File: config.mk
export PLATFORM = sky130hd
export DESIGN_NAME = tnes_cell
export DESIGN_NICKNAME = d
export VERILOG_FILES = /design/src/hdl/tnes_pkg.sv /design/src/hdl/tnes_cell.sv
export SDC_FILE = /design/constraint.sdc
export NUM_CORES = 1
export LEC_CHECK = 0
export ABC_AREA = 1
export BUFFER_PORTS_ARGS = -buffer_cell sky130_fd_sc_hd__buf_2
export CAP_MARGIN = 20
export CORE_UTILIZATION = 43
export CTS_CLUSTER_SIZE = 16
export DETAILED_ROUTE_END_ITERATION = 8
export GPL_ROUTABILITY_DRIVEN = 1
export MAX_ROUTING_LAYER = met4
export PLACE_DENSITY = 0.79
export RECOVER_POWER = 100
export SLEW_MARGIN = 20
export SYNTH_ARGS = -nofsm -noshare
export SYNTH_HDL_FRONTEND = slang
export SYNTH_SLANG_ARGS = --single-unit
File: constraint.sdc
create_clock -name aclk -period 3.01 [get_ports aclk]
set_clock_uncertainty 0.1 [all_clocks]
set_input_delay 0.1505 -clock aclk [delete_from_list [all_inputs] [get_ports aclk]]
set_output_delay 0.1505 -clock aclk [all_outputs]
set_load 0.02 [all_outputs]
File: src/hdl/tnes_pkg.sv
// tnes_pkg: shared types, codes and constants for the note event scheduler
// used by every module in hdl/ but tnes_divider; depends on nothing

package tnes_pkg;

    localparam int unsigned QueueDepthDefault = 16;
    localparam int unsigned MaxResults        = 16;
    localparam int unsigned TimeW             = 32;
    localparam logic [23:0] NoteLenReset      = 24'd100000;

    typedef enum logic [2:0] {
        ACT_NOTE_ON  = 3'd0,
        ACT_NOTE_OFF = 3'd1,
        ACT_STEP     = 3'd2,
        ACT_PATTERN  = 3'd3,
        ACT_POLL     = 3'd4
    } action_t;

    typedef enum logic [1:0] {
        RES_NOTE_ON  = 2'd0,
        RES_NOTE_OFF = 2'd1,
        RES_DROPPED  = 2'd2
    } result_kind_t;

    typedef enum logic [1:0] {
        REG_ENABLE   = 2'd0,
        REG_DELAY    = 2'd1,
        REG_NOTE_LEN = 2'd2
    } reg_index_t;

    typedef enum logic [2:0] {
        ST_IDLE,
        ST_INSERT,
        ST_POP,
        ST_DIVIDE,
        ST_OUT
    } state_t;

    // one queue entry
    typedef struct packed {
        logic        is_off;
        logic [3:0]  channel;
        logic [6:0]  note;
        logic [6:0]  velocity;
        logic [31:0] due;
    } entry_t;

    // control from the sequencer to the cell row
    typedef struct packed {
        logic   insert;
        logic   pop;
        entry_t new_entry;
    } cell_ctl_t;

endpackage

File: src/hdl/tnes_cell.sv
// tnes_cell: one slot of the sorted event queue
// holds an entry, shifts toward the head on pop or away on insert; uses tnes_pkg

module tnes_cell (
    input  logic                aclk,
    input  logic                aresetn,
    input  tnes_pkg::cell_ctl_t ctl,
    input  logic                left_valid,
    input  tnes_pkg::entry_t    left_entry,
    input  logic                right_valid,
    input  tnes_pkg::entry_t    right_entry,
    output logic                valid,
    output tnes_pkg::entry_t    entry
);

    logic             valid_reg, valid_next;
    tnes_pkg::entry_t entry_reg, entry_next;
    logic             mine_later, left_later;

    // strict compare keeps insertion order among equal due times
    assign mine_later = valid_reg && (entry_reg.due > ctl.new_entry.due);
    assign left_later = left_valid && (left_entry.due > ctl.new_entry.due);

    always_comb begin
        valid_next = valid_reg;
        entry_next = entry_reg;
        if (ctl.pop) begin
            valid_next = right_valid;
            entry_next = right_entry;
        end else if (ctl.insert) begin
            if (left_later) begin
                valid_next = 1'b1;
                entry_next = left_entry;
            end else if ((mine_later || !valid_reg) && left_valid) begin
                // new entry lands right after the last entry that is not later
                valid_next = 1'b1;
                entry_next = ctl.new_entry;
            end
        end
    end

    always_ff @(posedge aclk) begin
        if (!aresetn) begin
            valid_reg <= 1'b0;
        end else begin
            valid_reg <= valid_next;
        end
        entry_reg <= entry_next;
    end

    assign valid = valid_reg;
    assign entry = entry_reg;

endmodule

==> results of run 1 <==
[worst max path at each step]
stage / end / slack [ns] / depth (start not counted)
after floorplan: entry[0] / 0.31 / 11
after CTS: entry[31] / 0.48 / 12
after global routing: entry[3] / 0.08 / 12
after detailed placement: entry[41] / 0.35 / 13
final: entry[41] / 0.37 / 13
after global placement: entry[41] / 0.54 / 13
[report_power, final]
| part | internal [mW] | switching [mW] | total (mW) |
|---|---|---|---|
| Clock | 0.247 | 0.248 | 0.495 |
| Sequential | 0.889 | 0.0351 | 0.924 |
| Combinational | 0.260 | 0.435 | 0.695 |
| Total | 1.40 | 0.718 | 2.11 |
[layout make-up]
type                    instances  share of cell area (%)
flip-flops and latches         52                    28.4
multi-input cells             413                    42.9
inverters                      70                    4.81
repair buffers                215                    18.7
clock buffers                   5                    1.26
clock inverters                 3                   0.779
well taps                     133                    3.05
[cells in the final DEF, fill, tap and decap left out, types with 2 or more instances in the layout]
cell	instances
nand4_1	5
nor2_1	19
buf_4	3
clkbuf_4	2
clkbuf_8	5
edfxtp_1	51
o21ai_1	53
o21a_1	4
nand2_1	174
a21oi_1	29
o21ai_0	55
clkbuf_1	52
ha_1	64
inv_1	70
nand3_1	4
buf_2	157
[tightest hold or removal path, delay by kind of cell]
kind | cells | cell delay [ns]
compound gates | 1 | 0.06
buf+inv | 1 | 0.07
simple gates | 1 | 0.04
[per-stage QoR]
step | instance area [um2] | power (mW) | instances | utilization (%) | hold WS [ns]
floorplan | 4310 | 1.40 | 557 | - | 0.244
detailed placement | 5430 | 1.67 | 883 | 55.9 | 0.342
global route | 5460 | 2.27 | 891 | 56.1 | 0.0160
CTS | 5550 | 2.17 | 891 | 57.0 | 0.0163
global placement | 5430 | 1.65 | 883 | 55.9 | 0.335
finish | 5460 | 2.11 | 891 | 56.1 | 0.0226
[layer usage]
| metal | up-vias | wire, um | global-route usage (%) |
|---|---|---|---|
| met5 | - | 0 | - |
| met4 | 0 | 140 | 4.95 |
| met3 | 12 | 811 | 3.49 |
| met2 | 179 | 5940 | 41.9 |
| met1 | 1962 | 4800 | 27.1 |
| li1 | 2265 | - | - |
[Yosys cell counts]
master,n
nor2_1,18
nor4_1,1
nor3_2,1
dfxtp_1,1
edfxtp_1,51
nor2_2,1
o21ai_1,101
clkbuf_1,11
nand2_1,174
nand3_2,1
nand2_2,1
buf_2,2
nor3_1,1
nand3_1,4
inv_1,70
o21a_1,4
ha_1,64
buf_6,9
a21oi_1,29
a21o_1,1
o21ai_0,7
nand4_1,5
[cells by family (layout without fill, tap and decap cells)]
kind of cell             Yosys count  in the layout  synth area share, %
buffers and inverters             92            293                 9.65
AND/OR/NAND/NOR                  207            207                 18.9
flip-flops                        52             52                 36.0
adder cells (fa/ha/maj)           64             64                 18.6
AO/OA/AOI/OAI                    142            142                 16.8
==> results by group, run 1 <==
Worst setup path
  – Worst reg2reg setup slack: 0.44 ns
  – WP data required: 2.94 ns
  – Slowest CP cell: clkbuf_2
  – CP startpoint: ctl[23]
  – Worst R2R Path Depth: 12
  – CP Class: in2reg
  – CP endpoint kind: register
  – Crit-path cells: buf_2 > inv_1 > ha_1 > nand2_1 > nor2_1 > nand4_1 > nor2_1 > nand4_1 > nand3_4 > clkbuf_2 > nand2_1 > o21ai_0 > o21ai_1
  – FF-to-FF End: entry[44]
  – Worst Setup Start Kind: input pin
  – Cell family with most CP delay: simple AND/OR/NAND/NOR gates
  – CP peak stage delay: 0.56 ns
  – Sum of buffers and inverters on the critical path: 3
  – Crit path max fanout: 44
  – Arrival @ worst endpoint: 2.58 ns
  – Reg2reg start: entry[31]

Logic synthesis
  – Mapped Cells: ~560
  – Largest cells by area after synthesis: edfxtp_1 36%, ha_1 19%, nand2_1 15%, o21ai_1 12%, inv_1 6.1%
  – Synthesized area per cell: 7.73 um2
  – Synth warn: 0
  – Leading area contributor after synthesis: edfxtp_1
  – Netlist Area Pre-Place: roughly 4300 um2
  – Area share of the largest cell type after synthesis: 35.6%
  – Post-synthesis cell type count: 22
  – Synth Register Bits: 52
  – Post-Syn Nets: 780
  – Sequential share of the synthesized area: 36.0%

Detailed routing
  – Vias: between 4000 and 5000
  – Drt drc: 0
  – Routed vias/inst: 4.96
  – DR iter-0 viols: 186
  – ANT nets after route: 0
  – DRT Pass-1 Iters: 4
  – Routed WL: 11700 um
  – WL/cell: 13.1 um

Global routing
  – GR Overflow Total: 0
  – First-pass GRT wire length: 18400 um
  – Antenna violations before repair: 0
  – GRT Total Usage: 23.2%
  – Number of global-route vias before repair: 4108
  – Largest net degree at the start of global routing: 76

CTS
  – CTS H-tree lvls: 2
  – # Post-CTS Setup Buffers: 0
  – Max clock buf depth: 2
  – Clock sinks: 52
  – Total CTS buffers: 5
  – Clk_lat worst skew: around 0.31 ns
  – CTS Hold Bufs: 0
  – Root buffer cell: clkbuf_8
  – Clock-pin slew on the worst setup and hold paths: 0.10 ns
  – CTS tree: yes
  – Post-cts resize count: 0

STA
  – Total negative setup slack: 0 ns
  – Minimum clock period: about 2.6 ns
  – Worst slew pin tran: 0.704 ns
  – Final Cycle Share: approximately 88%
  – Final hold viol count: 0
  – Final worst slack: 0.368 ns
  – Rel. slew slack: 53.1%
  – Slew Limit Fails: 0
  – Fmax: around 0.38 GHz
  – Setup-failing EPs final: 0
  – RSZ-0062 raised after global routing: no

Finish
  – Layout cell share with drive strength beyond 1: approximately 23%
  – Fillers: 962
  – Largest register FFs: 51
  – Layout area overhead: 26.8%
  – FF+latch area: approximately 1600 um2
  – Number of antenna diodes: 0
  – Area of the multi-input gates: 2340 um2
  – Fin nets: 980

Status
  – Status: completed

Floorplanning
  – Area of the core: 9730 um2
  – Starting Density: 44.3%
  – Io pins: ~210
  – Die height: 102 um
  – Die Area: ~10000 um2
  – Die extent in x: 102 um
  – Row cnt: 36

Placement
  – I/O Buffers: 210
  – DP Wirelength: 9490 um
  – Worst Setup Slack post-DPL: 0.349 ns
  – Routability cong.: approximately 0.81

Job
  – Max_cap viols: 0

Power
  – Worst-case vdd ir drop: 0.205 mV
  – PwrDens: 387 nW/um2
  – Lkg Pwr: 2.86 nW

Hold path
  – WHS Path Cells: 3
  – Hold path startpoint: right_entry[33]
  – Hold Path End: entry[33]
  – Hold Path Class: in2reg
(Power assumes the default switching activity.)
==> inputs of run 2 (changes only) <==
- ABC_AREA: 1 -> not set
- HOLD_SLACK_MARGIN: not set -> 0.15
- PLACE_DENSITY: 0.79 -> 0.78
==> run 2 against run 1 <==
Compared with the run above: combinational power is 36% higher; non-clock buffer count is 176 higher; core utilization is 19 points higher; critical path depth is 1 lower; sequential power is 1% higher; first-iteration DRC count is 110% higher; flip-flop and latch count stayed put; routed wire length is 61% higher; area after synthesis is 0.99% higher; clock power is 12% lower; critical path type unchanged; largest cell class is now non-clock buffers.
==> results by group, run 2 <==
Finish
  – Commonest cells after routing, fill and taps aside: 158 x buf_2, 145 x dlygate4sd3_1, 63 x ha_1, 56 x nand3_1, 56 x nor2_1 (was 174 x nand2_1, 157 x buf_2, 70 x inv_1, 64 x ha_1, 55 x o21ai_0)
  – Fin nets: 1085 (was 980)
  – Most common cell after layout, fill and taps aside: buf_2 (was nand2_1)
  – Fillers: 683 (was 962)
  – Final Core Density: 74.9% (was 56.1%)
  – FF+latch area: 1550 um2 (unchanged)
  – Layout area overhead: 68.4% (was 26.8%)
  – Area of the multi-input gates: 2620 um2 (was 2340 um2)
  – Final instance area: 7330 um2 (was 5460 um2)
  – Fin cells: 997 (was 891)
  – Layout cell share with drive strength beyond 1: 25.5% (was 23.0%)
  – Largest register FFs: 51 (unchanged)

Power
  – Clock share of power: 18.8% (was 23.4%)
  – Flop pwr share: 40.4% (was 43.7%)
  – Combinational share of power: 40.8% (was 32.9%)
  – Switching Share: 35.6% (was 34.0%)
  – Worst-case vdd ir drop: 0.219 mV (was 0.205 mV)
  – Lkg Pwr: 3.30 nW (was 2.86 nW)
  – Switching pwr: 0.825 mW (was 0.718 mW)
  – PwrDens: 316 nW/um2 (was 387 nW/um2)
  – Internal: 1.49 mW (was 1.40 mW)

CTS
  – CTS H-tree lvls: 2 (unchanged)
  – Clock sinks: 52 (unchanged)
  – Max clock buf depth: 2 (unchanged)
  – Total CTS buffers: 5 (unchanged)
  – Clock-pin slew on the worst setup and hold paths: 0.11 ns (was 0.10 ns)
  – CTS tree: yes (unchanged)
  – Root buffer cell: clkbuf_8 (unchanged)
  – Clk_lat worst skew: 0.32 ns (was 0.31 ns)

Global routing
  – GRT Total Usage: 36.2% (was 23.2%)
  – Antenna violations before repair: 1 (was 0)
  – GR Overflow Total: 0 (unchanged)
  – Largest net degree at the start of global routing: 104 (was 76)
  – First-pass GRT wire length: 28100 um (was 18400 um)
  – Number of global-route vias before repair: 5990 (was 4108)

Logic synthesis
  – Largest cells by area after synthesis: edfxtp_1 35%, ha_1 18%, a31oi_1 7.3%, nand3_1 6.4%, o21ai_0 5.5% (was edfxtp_1 36%, ha_1 19%, nand2_1 15%, o21ai_1 12%, inv_1 6.1%)
  – Netlist Area Pre-Place: 4350 um2 (was 4310 um2)
  – Synthesized area per cell: 8.77 um2 (was 7.73 um2)
  – Leading area contributor after synthesis: edfxtp_1 (unchanged)
  – Synth Register Bits: 52 (unchanged)
  – Asr flop ratio synth: 0% (unchanged)
  – Mapped Cells: 496 (was 557)
  – Main synth FF type: edfxtp_1 (unchanged)
  – Area share of the largest cell type after synthesis: 35.2% (was 35.6%)
  – Commonest cells in the netlist: 64 x ha_1, 56 x nand3_1, 56 x nor2_1, 51 x a31oi_1, 51 x edfxtp_1 (was 174 x nand2_1, 101 x o21ai_1, 70 x inv_1, 64 x ha_1, 51 x edfxtp_1)
  – Synth warn: 0 (unchanged)
  – Most frequent cell after synthesis: ha_1 (was nand2_1)
  – EDFF count, synth: 51 (unchanged)
  – Post-Syn Nets: 719 (was 780)
  – Post-synthesis cell type count: 41 (was 22)
  – Sequential share of the synthesized area: 35.7% (was 36.0%)

Worst setup path
  – WP data required: 3.10 ns (was 2.94 ns)
  – Crit path max fanout: 39 (was 44)
  – Reg2reg start: entry[31] (unchanged)
  – CP Class: in2reg (unchanged)
  – Worst reg2reg setup slack: 0.11 ns (was 0.44 ns)
  – FF-to-FF End: entry[20] (was entry[44])
  – Arrival @ worst endpoint: 3.00 ns (was 2.58 ns)
  – Worst R2R Path Depth: 9 (was 12)
  – Worst Setup Start Kind: input pin (unchanged)
  – CP endpoint kind: register (unchanged)

STA
  – Rel. slew slack: 32.0% (was 53.1%)
  – Fmax: 0.344 GHz (was 0.379 GHz)
  – Final Cycle Share: 96.5% (was 87.8%)
  – Total negative setup slack: 0 ns (unchanged)
  – Final hold viol count: 0 (unchanged)
  – RSZ-0062 raised after global routing: no (unchanged)
  – Minimum clock period: 2.90 ns (was 2.64 ns)
  – Slew Limit Fails: 0 (unchanged)
  – Worst slew pin tran: 1.02 ns (was 0.704 ns)
  – Setup-failing EPs final: 0 (unchanged)

Placement
  – Routability cong.: 0.883 (was 0.809)
  – I/O Buffers: 210 (unchanged)
  – Placed Area: 5820 um2 (was 5430 um2)
  – Cell Count Post-Placement: 839 (was 883)
  – DP Wirelength: 10500 um (was 9490 um)

Detailed routing
  – DRT Pass-1 Iters: 7 (was 4)
  – WL/cell: 18.9 um (was 13.1 um)
  – Routed vias/inst: 5.88 (was 4.96)
  – Vias: 5861 (was 4418)
  – ANT nets after route: 0 (unchanged)
  – Drt drc: 0 (unchanged)
  – Routed WL: 18800 um (was 11700 um)
  – DR iter-0 viols: 382 (was 186)

Floorplanning
  – Die Area: 10500 um2 (was 10400 um2)
  – Io pins: 211 (unchanged)
  – Area of the core: 9770 um2 (was 9730 um2)
  – Starting Density: 44.5% (was 44.3%)
  – Die extent in x: 103 um (was 102 um)
  – Row cnt: 36 (unchanged)
  – Die height: 103 um (was 102 um)

Hold path
  – Hold path startpoint: left_entry[18] (was right_entry[33])
  – Hold Path End: entry[18] (was entry[33])
  – Hold Path Class: in2reg (unchanged)
  – WHS Path Cells: 3 (unchanged)

Job
  – Max_cap viols: 0 (unchanged)

Status
  – Status: completed (unchanged)
## run 2: logic make-up after synthesis
logic type	after synthesis	share of synthesized area [%]
fa+ha+maj	64	18.4
buf+inv	68	6.42
flops	52	35.7
compound gates	159	22.0
simple gates	153	17.5
## run 2: stage by stage
stage / setup slack, ns / power (mW) / hold slack (ns)
after floorplan: -0.0444 / 1.38 / 0.189
after global placement: -0.0538 / 1.68 / 0.345
after detailed placement: -0.195 / 1.71 / 0.369
after CTS: 0.0270 / 2.29 / 0.153
after global routing: 0.00291 / 2.42 / 0.156
final: 0.105 / 2.32 / 0.154
## run 2: area by class of cell
class | count | area share, %
Multi-Input combinational cell | 376 | 35.7
Inverter | 36 | 2.02
Sequential cell | 52 | 21.2
Clock buffer | 6 | 0.991
Antenna cell | 1 | 0.0342
Clock inverter | 2 | 0.222
Tap cell | 133 | 2.27
Timing Repair Buffer | 391 | 37.6
## run 2: power by group through the flow
| stage | Combinational [mW] | Clock (mW) | Sequential, mW |
|---|---|---|---|
| 2_1_floorplan | 0.350 | 0 | 1.03 |
| 3_3_place_gp | 0.740 | 0 | 0.942 |
| 3_5_place_dp | 0.766 | 0 | 0.945 |
| 4_1_cts | 0.918 | 0.441 | 0.929 |
| 5_1_grt | 1.01 | 0.465 | 0.943 |
| 6_report | 0.945 | 0.437 | 0.936 |
## run 2: worst max-delay path: stages
cell and delay, ns:
buf_2 0.08, inv_1 0.05, ha_1 0.33, nand4_1 0.22
nor2_1 0.09, a221oi_1 0.51, buf_4 0.21, a311o_2 0.22
buf_12 0.24, nand3_1 0.11, a31oi_1 0.19, dlygate4sd3_1 0.59
## run 2: worst max-delay path by stage
stage	startpoint	end	cells after the start
finish	ctl[25]	entry[9]	12
global route	ctl[25]	entry[3]	12
CTS	ctl[7]	entry[5]	12
detailed placement	ctl[31]	entry[38]	10
global placement	ctl[5]	entry[29]	10
floorplan	ctl[1]	entry[0]	8
## run 2: what timing repair did
item | 4_1_cts | 5_1_grt
hold buffers | 145 | 0
hold endpoints to repair | 52 | 0
endpoints found under the setup margin | 0 | 31
buffers inserted | 0 | 3
gates resized for setup | 0 | 3
## run 2: layer usage
metal  vias to the layer above  track usage, %  part of all wire, %
met1                      2668            36.3                   35
met4                         0            27.7                  6.2
met3                       129            8.07                  8.5
met2                       448            61.3                   50
met5                         -               -                    0
li1                       2616               -                    -
