### src/hdl/tnes_divider.sv
// tnes_divider: 64 by 33 bit restoring divider, one quotient bit a cycle
// used by the core for the running mean; depends on nothing

module tnes_divider (
    input  logic        aclk,
    input  logic        aresetn,
    input  logic        start,
    input  logic [63:0] dividend,
    input  logic [32:0] divisor,
    output logic        busy,
    output logic [31:0] quotient
);

    logic [63:0] quo_reg, quo_next;
    logic [32:0] rem_reg, rem_next;
    logic [32:0] div_reg, div_next;
    logic [6:0]  cnt_reg, cnt_next;
    logic [33:0] trial;

    assign trial = {rem_reg, quo_reg[63]};

    always_comb begin
        quo_next = quo_reg;
        rem_next = rem_reg;
        div_next = div_reg;
        cnt_next = cnt_reg;
        if (start) begin
            quo_next = dividend;
            rem_next = '0;
            div_next = divisor;
            cnt_next = 7'd64;
        end else if (cnt_reg != 7'd0) begin
            cnt_next = cnt_reg - 7'd1;
            if (trial >= {1'b0, div_reg}) begin
                rem_next = 33'(trial - {1'b0, div_reg});
                quo_next = {quo_reg[62:0], 1'b1};
            end else begin
                rem_next = trial[32:0];
                quo_next = {quo_reg[62:0], 1'b0};
            end
        end
    end

    always_ff @(posedge aclk) begin
        if (!aresetn) begin
            cnt_reg <= '0;
        end else begin
            cnt_reg <= cnt_next;
        end
        quo_reg <= quo_next;
        rem_reg <= rem_next;
        div_reg <= div_next;
    end

    assign busy     = (cnt_reg != 7'd0);
    // mean never exceeds the largest latency, so it fits in 32 bits
    assign quotient = quo_reg[31:0];

endmodule

### config.mk
export PLATFORM = sky130hd
export DESIGN_NAME = tnes_divider
export DESIGN_NICKNAME = d
export VERILOG_FILES = /design/src/hdl/tnes_divider.sv
export SDC_FILE = /design/constraint.sdc
export NUM_CORES = 1
export LEC_CHECK = 0
export BUFFER_PORTS_ARGS = -buffer_cell sky130_fd_sc_hd__buf_2
export CAP_MARGIN = 20
export CORE_MARGIN = 10
export CORE_UTILIZATION = 55
export DETAILED_ROUTE_END_ITERATION = 10
export PLACE_DENSITY = 0.83
export SYNTH_ARGS = -nofsm -noshare
export SYNTH_HDL_FRONTEND = slang
export SYNTH_SLANG_ARGS = --single-unit
### constraint.sdc
create_clock -name aclk -period 6.95 [get_ports aclk]
set_clock_uncertainty 0.2 [all_clocks]
set_input_delay 1.0425 -clock aclk [delete_from_list [all_inputs] [get_ports aclk]]
set_output_delay 1.0425 -clock aclk [all_outputs]
set_load 0.03 [all_outputs]
==> flow_metrics.env, run 1 <==
export IMPL_cts_setup_buffers=0
export IMPL_grt_max_degree=79
export IMPL_numCtsBuffers=17
export IMPL_hold_viol_final=0
export IMPL_synth_edf_count=97
export IMPL_initial_core_util_pct=56.1
export IMPL_cts_hold_buffers=0
export IMPL_yosys_warnings=0
export IMPL_drt_iter0_markers=462
export IMPL_die_width_um=139
export IMPL_htreeDepth=4
export IMPL_synthCells=739
export IMPL_clock_sinks=137
export IMPL_synthesis_area_mm2=0.00779
export IMPL_rows=43
export IMPL_required_ns=5.71
export IMPL_p_leak_nw=3.80
export IMPL_via_count=5864
export IMPL_synth_cell_types=58
export IMPL_antenna_left=0
export IMPL_cap_viol_max_count=0
export IMPL_cp_max_fo=37
export IMPL_arrival_ns=2.87
export IMPL_drt_first_pass_iters=7
export IMPL_status="finished clean"
export IMPL_area_delta_synth_final_pct=14.1
export IMPL_mostFrequentLayoutCell="buf_2"
export IMPL_wirelength_mm=18.7
export IMPL_cts_resized=0
export IMPL_synth_async_reset_ratio_pct=0
export IMPL_drive_gt1_share_pct=29.0
export IMPL_largest_register_ffs=64
export IMPL_period_share_pct=59.1
export IMPL_antenna_found_initial=3
export IMPL_dieHeight_um=139
export IMPL_fmax_mhz=243
export IMPL_grt_pass1_wl_mm=30.2
export IMPL_grt_total_usage_pct=19.1
export IMPL_finalSetupViolCount=0
export IMPL_dieArea_mm2=0.0193
export IMPL_grt_pass1_vias=5944
export IMPL_clockBufferDepth=2
export IMPL_relSlewSlack_pct=28.0
export IMPL_synth_area_per_cell_um2=10.5
export IMPL_vias_per_cell=5.74
export IMPL_synth_nets=874
export IMPL_port_buffers=132
export IMPL_cp_start_kind="register"
export IMPL_grt_overflow=0
export IMPL_holdCritPathClass="reg2reg"
export IMPL_layout_common_cells="buf_2 (131), edfxtp_1 (97), mux2_2 (66)"
export IMPL_period_minus_slack_ns=4.11
export IMPL_synth_seq_area_share_pct=47.7
export IMPL_cts_tree="yes"
export IMPL_ir_drop_mv=0.318
export IMPL_fin_worst_hold_slack_ns=0.273
export IMPL_fin_nets=962
export IMPL_io_pins=133
export IMPL_worst_slew_pin_slew_ns=1.08
export IMPL_slew_viol_final=0
export IMPL_root_buffer="clkbuf_16"
export IMPL_ys_ff_latch=137
export IMPL_pwr_density_cell_mw_per_mm2=437
export IMPL_hpwl_mm=13.2
export IMPL_critPathCaptureType="primary output"
export IMPL_setup_tns_ns=0
export IMPL_drc_errors=0
export IMPL_clock_latency_ns=0.43
export IMPL_wl_per_cell_um=18.3
export IMPL_clk_pin_slew_ns=0.06
export IMPL_gp_congestion=0.916
export IMPL_critical_path_class="reg2out"
export IMPL_core_mm2=0.0139
export IMPL_ys_flop_type="edfxtp_1"
export IMPL_rsz0062_at_grt="no"
[cell usage after synthesis (all sizes together) (5+ instances only)]
library cell	instances	area share, %
o21ai	39	2.5
o21bai	6	0.58
nand2b	6	0.48
a21o	15	1.4
nand4	6	0.48
edfxtp	97	37
dfxtp	40	10
mux2i	8	1.0
nand3	13	0.84
clkbuf	25	1.2
nor2b	7	0.66
ha	34	5.5
xnor2	17	1.9
inv	47	2.3
nand2	57	2.7
o31ai	5	0.66
a21oi	43	2.8
o21a	7	0.67
xor2	13	1.5
mux2	66	9.5
nor2	59	2.9
a31oi	6	0.48
nor3	9	0.58
a211oi	16	1.7
and3	5	0.40
buf	42	4.1
a311oi	11	1.2
[cell type report]
| cell class | instances | area, um^2 |
|---|---|---|
| diodes | 1 | 2.50 |
| clock buffers | 17 | 425 |
| clock inverters | 15 | 165 |
| fillers | 1108 | 4990 |
| inverters | 47 | 176 |
| multi-input cells | 488 | 3490 |
| flip-flops and latches | 137 | 3710 |
| well taps | 180 | 225 |
| repair buffers | 136 | 693 |
[logic make-up (layout without fill, tap and decap cells)]
group,after synthesis,in the layout,synth area share (%)
adders and majority gates,35,35,5.72
other,0,1,0
buffers and inverters,114,215,7.53
and+or+nand+nor,183,183,11.1
muxes,74,74,10.6
xor gates and xnor gates,30,30,3.37
AOI/OAI and AO/OA,166,166,14.1
DFF,137,137,47.7
[path summary, 6_finish.rpt]
path          startpoint     endpoint  slack, ns  cells after the start
min          rem_reg[19]  rem_reg[19]       0.27                      2
min reg2reg  rem_reg[19]  rem_reg[19]       0.27                      2
max reg2reg   cnt_reg[0]  quo_reg[10]       3.22                      9
max           cnt_reg[0]         busy       2.84                      8
[worst max-delay path: stages (launching register included)]
cell     delay [ns]
dfxtp_1        0.31
inv_1          0.08
ha_1           0.18
nand2_1        0.09
or3_1          0.33
nor2_1         0.75
inv_1          0.14
buf_4          0.32
buf_2          0.24
[metal layers]
metal | vias up | wire [um] | global-route usage [%]
met5 | - | 7 | 0
met4 | 2 | 419 | 7.14
met2 | 238 | 8850 | 30.0
met3 | 44 | 1740 | 8.94
li1 | 2829 | - | -
met1 | 2751 | 7670 | 22.3
[power breakdown]
group          switching (mW)  leakage [nW]  internal [mW]  total (mW)
clock network           0.367         0.289          0.535       0.902
logic                    1.04          2.19          0.622        1.66
registers               0.150          1.31           1.17        1.32
[per-stage QoR]
stage / std cells / utilization [%] / power (mW) / area [um^2] / setup WS (ns)
after floorplan: 739 / - / 2.65 / 7790 / 3.67
after global placement: 988 / 59.8 / 2.91 / 8300 / 3.28
after detailed placement: 988 / 59.8 / 2.95 / 8300 / 3.26
after CTS: 1020 / 64.0 / 3.88 / 8890 / 2.83
after global routing: 1020 / 64.0 / 4.13 / 8890 / 2.64
final: 1021 / 64.1 / 3.88 / 8890 / 2.84
Power figures use the tool's default switching activity.
==> run 2: changes to the inputs <==
Settings changed: ABC_AREA set to 1.
Clock period 6.95 ns to 3.8 ns, I/O delays scaled along.
==> run 2 against run 1 <==
Compared with the run above:
- sequential share of layout area is 3.8 points lower
- die area is 8.7% higher
- count of clock-buffer cells in the layout rose by 1
- critical endpoint is now rem_reg[13]
==> flow_metrics.env, run 2 <==
export IMPL_cap_viol_max_count=0
export IMPL_synth_top_area_share_pct=33.9
export IMPL_cts_hold_buffers=0
export IMPL_synth_cell_types=35
export IMPL_root_buffer="clkbuf_16"
export IMPL_worstHoldPathCells=1
export IMPL_synthTopCellsByArea="edfxtp_1 (34%), nand2_1 (22%), dfxtp_1 (9.3%)"
export IMPL_synth_edf_count=97
export IMPL_area_delta_synth_final_pct=13.9
export IMPL_rows=45
export IMPL_grtUsageMet1_pct=25.5
export IMPL_use_met3_pct=6.64
export IMPL_die_width_um=145
export IMPL_place_ws_ns=0.927
export IMPL_reg2reg_depth=13
export IMPL_io_pins=133
export IMPL_synth_common_cells="nand2_1 (506), inv_1 (182), edfxtp_1 (97)"
export IMPL_grt_max_degree=74
export IMPL_cts_resized=0
export IMPL_cts_setup_buffers=0
export IMPL_ir_drop_mv=0.446
export IMPL_switching_power_mw=2.79
export IMPL_synthesis_area_mm2=0.00858
export IMPL_grt_total_usage_pct=20.4
export IMPL_clockBufferDepth=2
export IMPL_clock_latency_ns=0.43
export IMPL_slew_viol_final=0
export IMPL_largest_register_ffs=64
export IMPL_pwr_density_cell_mw_per_mm2=686
export IMPL_hpwl_mm=15.9
export IMPL_ys_ff_latch=137
export IMPL_period_share_pct=77.6
export IMPL_seqPwrFrac_pct=33.4
export IMPL_yosysMostFrequentCell="nand2_1"
export IMPL_rr_startpoint="quo_reg[63]"
export IMPL_drt_iter0_markers=626
export IMPL_drt_first_pass_iters=5
export IMPL_setup_ws_ns=0.850
export IMPL_status="finished clean"
export IMPL_grt_overflow=0
export IMPL_grt_util_met2_pct=32.8
export IMPL_clk_pin_slew_ns=0.06
export IMPL_ys_flop_type="edfxtp_1"
export IMPL_grt_pass1_vias=7542
export IMPL_synthCells=1181
export IMPL_port_buffers=132
export IMPL_arrival_ns=3.10
export IMPL_critical_path_class="reg2reg"
export IMPL_min_from="divisor[27]"
export IMPL_worst_slew_pin_slew_ns=0.760
export IMPL_crit_start="quo_reg[63]"
export IMPL_mostFrequentLayoutCell="nand2_1"
export IMPL_period_minus_slack_ns=2.95
export IMPL_p_clk_share_pct=24.0
export IMPL_finalPower_mw=6.70
export IMPL_dieArea_mm2=0.0210
export IMPL_hold_viol_final=0
export IMPL_p_int_mw=3.91
export IMPL_required_ns=3.95
export IMPL_synth_area_per_cell_um2=7.27
export IMPL_antenna_left=0
export IMPL_synth_async_reset_ratio_pct=0
export IMPL_antenna_found_initial=0
export IMPL_netSwitchingFraction_pct=41.7
export IMPL_cts_tree="yes"
export IMPL_drive_gt1_share_pct=15.9
export IMPL_layout_common_cells="nand2_1 (506), inv_1 (180), buf_2 (131)"
export IMPL_fin_util_pct=64.0
export IMPL_synth_seq_area_share_pct=43.3
export IMPL_initial_core_util_pct=56.2
export IMPL_wl_per_cell_um=14.3
export IMPL_synth_nets=1316
export IMPL_clock_sinks=137
export IMPL_yosys_warnings=0
export IMPL_fin_cells=1503
export IMPL_cp_start_kind="register"
export IMPL_critPathCaptureType="register"
export IMPL_finalSetupViolCount=0
export IMPL_n_antenna_cell=0
export IMPL_htreeDepth=4
export IMPL_pwr_share_comb_pct=42.7
export IMPL_r2r_slack_ns=0.85
export IMPL_via_count=7558
export IMPL_cp_max_fo=36
export IMPL_core_mm2=0.0153
export IMPL_placed_cells=1470
export IMPL_fin_nets=1414
export IMPL_holdCritPathClass="in2reg"
export IMPL_vias_per_cell=5.03
export IMPL_gp_congestion=0.956
export IMPL_top_usage_layer="met2"
export IMPL_rsz0062_at_grt="no"
export IMPL_dieHeight_um=145
export IMPL_grt_pass1_wl_mm=36.0
export IMPL_drc_errors=0
export IMPL_p_leak_nw=5.22
export IMPL_yosysTopAreaCell="edfxtp_1"
export IMPL_numCtsBuffers=17
export IMPL_wirelength_mm=21.4
export IMPL_relSlewSlack_pct=49.3
export IMPL_fmax_mhz=339
export IMPL_setup_tns_ns=0
-- run 2: final timing paths --
kind,end
worst min-delay path,div_reg[27]
worst max register to register,rem_reg[13]
worst max-delay path,rem_reg[13]
worst min register to register,rem_reg[22]
-- run 2: power by group through the flow --
stage	combinational (mW)	clock, mW	sequential, mW
3_3_place_gp	2.77	0	2.24
6_report	2.86	1.61	2.24
3_5_place_dp	2.82	0	2.25
4_1_cts	2.84	1.62	2.24
5_1_grt	3.23	1.69	2.28
2_1_floorplan	2.32	0	2.20
-- run 2: routing by layer --
layer | wire length [um] | part of all wire, %
met5 | 0 | 0
met4 | 275 | 1.3
met3 | 2050 | 9.5
met2 | 9830 | 46
met1 | 9280 | 43
-- run 2: layout make-up --
class	count	area (um^2)
clock buffers	18	429
clock inverters	14	138
fillers	1345	5490
inverters	194	728
multi-input cells	790	3760
flip-flops and latches	137	3710
well taps	211	264
repair buffers	139	741
-- run 2: stage by stage --
stage                     instance area [um^2]  hold WS [ns]
final                                     9770         0.115
after global routing                      9770         0.104
after CTS                                 9750         0.107
after detailed placement                  9180         0.264
after global placement                    9180         0.251
after floorplan                           8580         0.242
-- run 2: logic make-up after synthesis --
group / count (synthesis) / synth area share, %
AOI/OAI and AO/OA: 47 / 2.84
DFF: 137 / 43.3
xor gates and xnor gates: 18 / 1.84
buffers and inverters: 254 / 13.0
and+or+nand+nor: 690 / 33.9
adders and majority gates: 35 / 5.19
-- run 2: critical path, cell delays in order, from the launching register on --
cell and delay (ns):
edfxtp_1 0.36, inv_1 0.09, ha_1 0.17, inv_1 0.07, fa_1 0.44, nand3_1 0.13
nand3_2 0.12, nand2_1 0.11, nand2_2 0.08, nand2_4 0.38, nand2_4 0.34, nand2_1 0.17
nand3_1 0.10, o21ai_1 0.09
==> run 3: changes to the inputs <==
Settings changed: CORE_UTILIZATION 55 to 52, PLACE_DENSITY 0.83 to 0.82.
Clock period 3.8 ns to 2.7 ns, I/O delays scaled along.
==> run 3 against run 2 <==
Compared with the run above:
- non-clock buffer count rose by 44
- clock power grew 43%
- maximum frequency up 18%
- sequential share of layout area shrank 1.7 points
- power is 45% higher
- via count increased by 1.5%
- hold slack worse by 0.10 ns
- first-iteration DRC count decreased by 17%
==> flow_metrics.env, run 3 (synthesis results as in run 2) <==
export IMPL_status="finished clean"
export IMPL_finalSetupViolCount=0
export IMPL_drt_iter0_markers=522
export IMPL_fillers=1421
export IMPL_fin_worst_hold_slack_ns=0.0136
export IMPL_multi_input_area_mm2=0.00376
export IMPL_required_ns=2.86
export IMPL_holdCritPathClass="in2reg"
export IMPL_hpwl_mm=16.6
export IMPL_use_met3_pct=6.83
export IMPL_wl_per_cell_um=14.3
export IMPL_gp_congestion=0.932
export IMPL_cts_tree="yes"
export IMPL_mostFrequentLayoutCell="nand2_1"
export IMPL_grt_util_met2_pct=32.5
export IMPL_arrival_ns=2.66
export IMPL_pwr_density_cell_mw_per_mm2=950
export IMPL_reg2reg_depth=14
export IMPL_hold_path_endpoint="cnt_reg[6]"
export IMPL_grt_overflow=0
export IMPL_dieHeight_um=148
export IMPL_grt_pass1_vias=7596
export IMPL_layout_common_cells="nand2_1 (506), inv_1 (180), buf_2 (131)"
export IMPL_via_count=7673
export IMPL_period_share_pct=92.8
export IMPL_drc_errors=0
export IMPL_clockBufferDepth=2
export IMPL_worst_slew_pin_slew_ns=0.550
export IMPL_grtUsageMet1_pct=24.7
export IMPL_p_leak_nw=5.42
export IMPL_grt_pass1_wl_mm=36.3
export IMPL_r2r_slack_ns=0.20
export IMPL_hold_viol_final=0
export IMPL_die_width_um=148
export IMPL_critPathCaptureType="register"
export IMPL_fin_nets=1458
export IMPL_worstPathCellList="inv_1, ha_1, inv_1, fa_1, nand3_1, nand3_2, nand2_1, nand2_2, nand2_4, nand2_4, buf_12, nand2_1, nand3_1, o21ai_0"
export IMPL_clock_sinks=137
export IMPL_r2r_end="rem_reg[0]"
export IMPL_dieArea_mm2=0.0220
export IMPL_cts_setup_buffers=0
export IMPL_rows=46
export IMPL_cap_viol_max_count=0
export IMPL_io_pins=133
export IMPL_port_buffers=132
export IMPL_antenna_left=0
export IMPL_vias_per_cell=4.94
export IMPL_drt_first_pass_iters=5
export IMPL_antenna_found_initial=0
export IMPL_min_from="aresetn"
export IMPL_relSlewSlack_pct=63.4
export IMPL_fin_util_pct=63.9
export IMPL_setup_tns_ns=0
export IMPL_slew_viol_final=0
export IMPL_clock_latency_ns=0.43
export IMPL_cp_start_kind="register"
export IMPL_worstHoldPathCells=3
export IMPL_fmax_mhz=399
export IMPL_critical_path_class="reg2reg"
export IMPL_drive_gt1_share_pct=16.3
export IMPL_place_ws_ns=0.180
export IMPL_rsz0062_at_grt="no"
export IMPL_ir_drop_mv=0.562
export IMPL_seqCellArea_mm2=0.00371
export IMPL_top_usage_layer="met2"
export IMPL_core_mm2=0.0160
export IMPL_root_buffer="clkbuf_16"
export IMPL_rr_startpoint="quo_reg[63]"
export IMPL_cp_max_fo=20
export IMPL_largest_register_ffs=64
export IMPL_initial_core_util_pct=53.6
export IMPL_slowest_stage="fa_1"
export IMPL_grt_max_degree=63
export IMPL_period_minus_slack_ns=2.50
export IMPL_grt_total_usage_pct=20.3
export IMPL_cpPeakStageDelay_ns=0.44
export IMPL_numCtsBuffers=17
export IMPL_area_delta_synth_final_pct=19.1
export IMPL_clk_pin_slew_ns=0.06
export IMPL_htreeDepth=4
export IMPL_wirelength_mm=22.2
export IMPL_setup_ws_ns=0.196
==> run 3: cell count changes in the layout (fill, tap and decap cells not counted), sizes merged <==
cell | previous run | this run
dlygate4sd3 | 0 | 33
buf | 139 | 150
inv | 199 | 196
clkinv | 6 | 8
bufinv | 1 | 2
clkbuf | 18 | 17
diode | 0 | 1
==> run 3: area by class of cell <==
class / instances / share of cell area (%)
Multi-Input combinational cell: 790 / 36.8
Sequential cell: 137 / 36.3
Timing Repair Buffer: 183 / 11.5
Inverter: 194 / 7.13
Clock buffer: 17 / 4.16
Tap cell: 216 / 2.64
Clock inverter: 14 / 1.46
Antenna cell: 1 / 0.0245
==> run 3: power by group <==
part / internal [mW] / switching [mW]
logic: 1.52 / 2.74
registers: 2.87 / 0.284
clock network: 1.36 / 0.946
==> run 3: metal layers <==
| metal | vias to the layer above | share of wire (%) |
|---|---|---|
| met1 | 3405 | 44 |
| li1 | 3908 | - |
| met5 | - | 0 |
| met3 | 42 | 9.3 |
| met2 | 318 | 45 |
| met4 | 0 | 2.1 |
==> run 3: stage by stage <==
step	area (um^2)	power, mW	cells
6_report	10200	9.71	1552
4_1_cts	10200	9.69	1551
5_1_grt	10200	10.4	1551
3_3_place_gp	9300	7.23	1487
3_5_place_dp	9300	7.32	1487
2_1_floorplan	8580	6.36	1181
==> run 3: worst max-delay path: cells and delay by family (launching register included) <==
| family | cells | cell delay (ns) |
|---|---|---|
| and+or+nand+nor | 8 | 0.86 |
| adders and majority gates | 2 | 0.60 |
| DFF | 1 | 0.35 |
| buffers and inverters | 3 | 0.32 |
| AOI/OAI and AO/OA | 1 | 0.08 |
==> run 3: how the worst max path moves through the flow <==
| stage | start | end |
|---|---|---|
| detailed placement | quo_reg[63] | rem_reg[0] |
| floorplan | cnt_reg[0] | quo_reg[0] |
| CTS | quo_reg[63] | rem_reg[0] |
| global placement | quo_reg[63] | rem_reg[31] |
| finish | quo_reg[63] | rem_reg[0] |
| global route | quo_reg[63] | rem_reg[31] |
==> run 3: timing repair <==
action / 4_1_cts / 5_1_grt
endpoints found under the setup margin: 0 / 2
resized for setup: 0 / 2
endpoints found under the hold margin: 33 / 0
hold buffers: 33 / 0
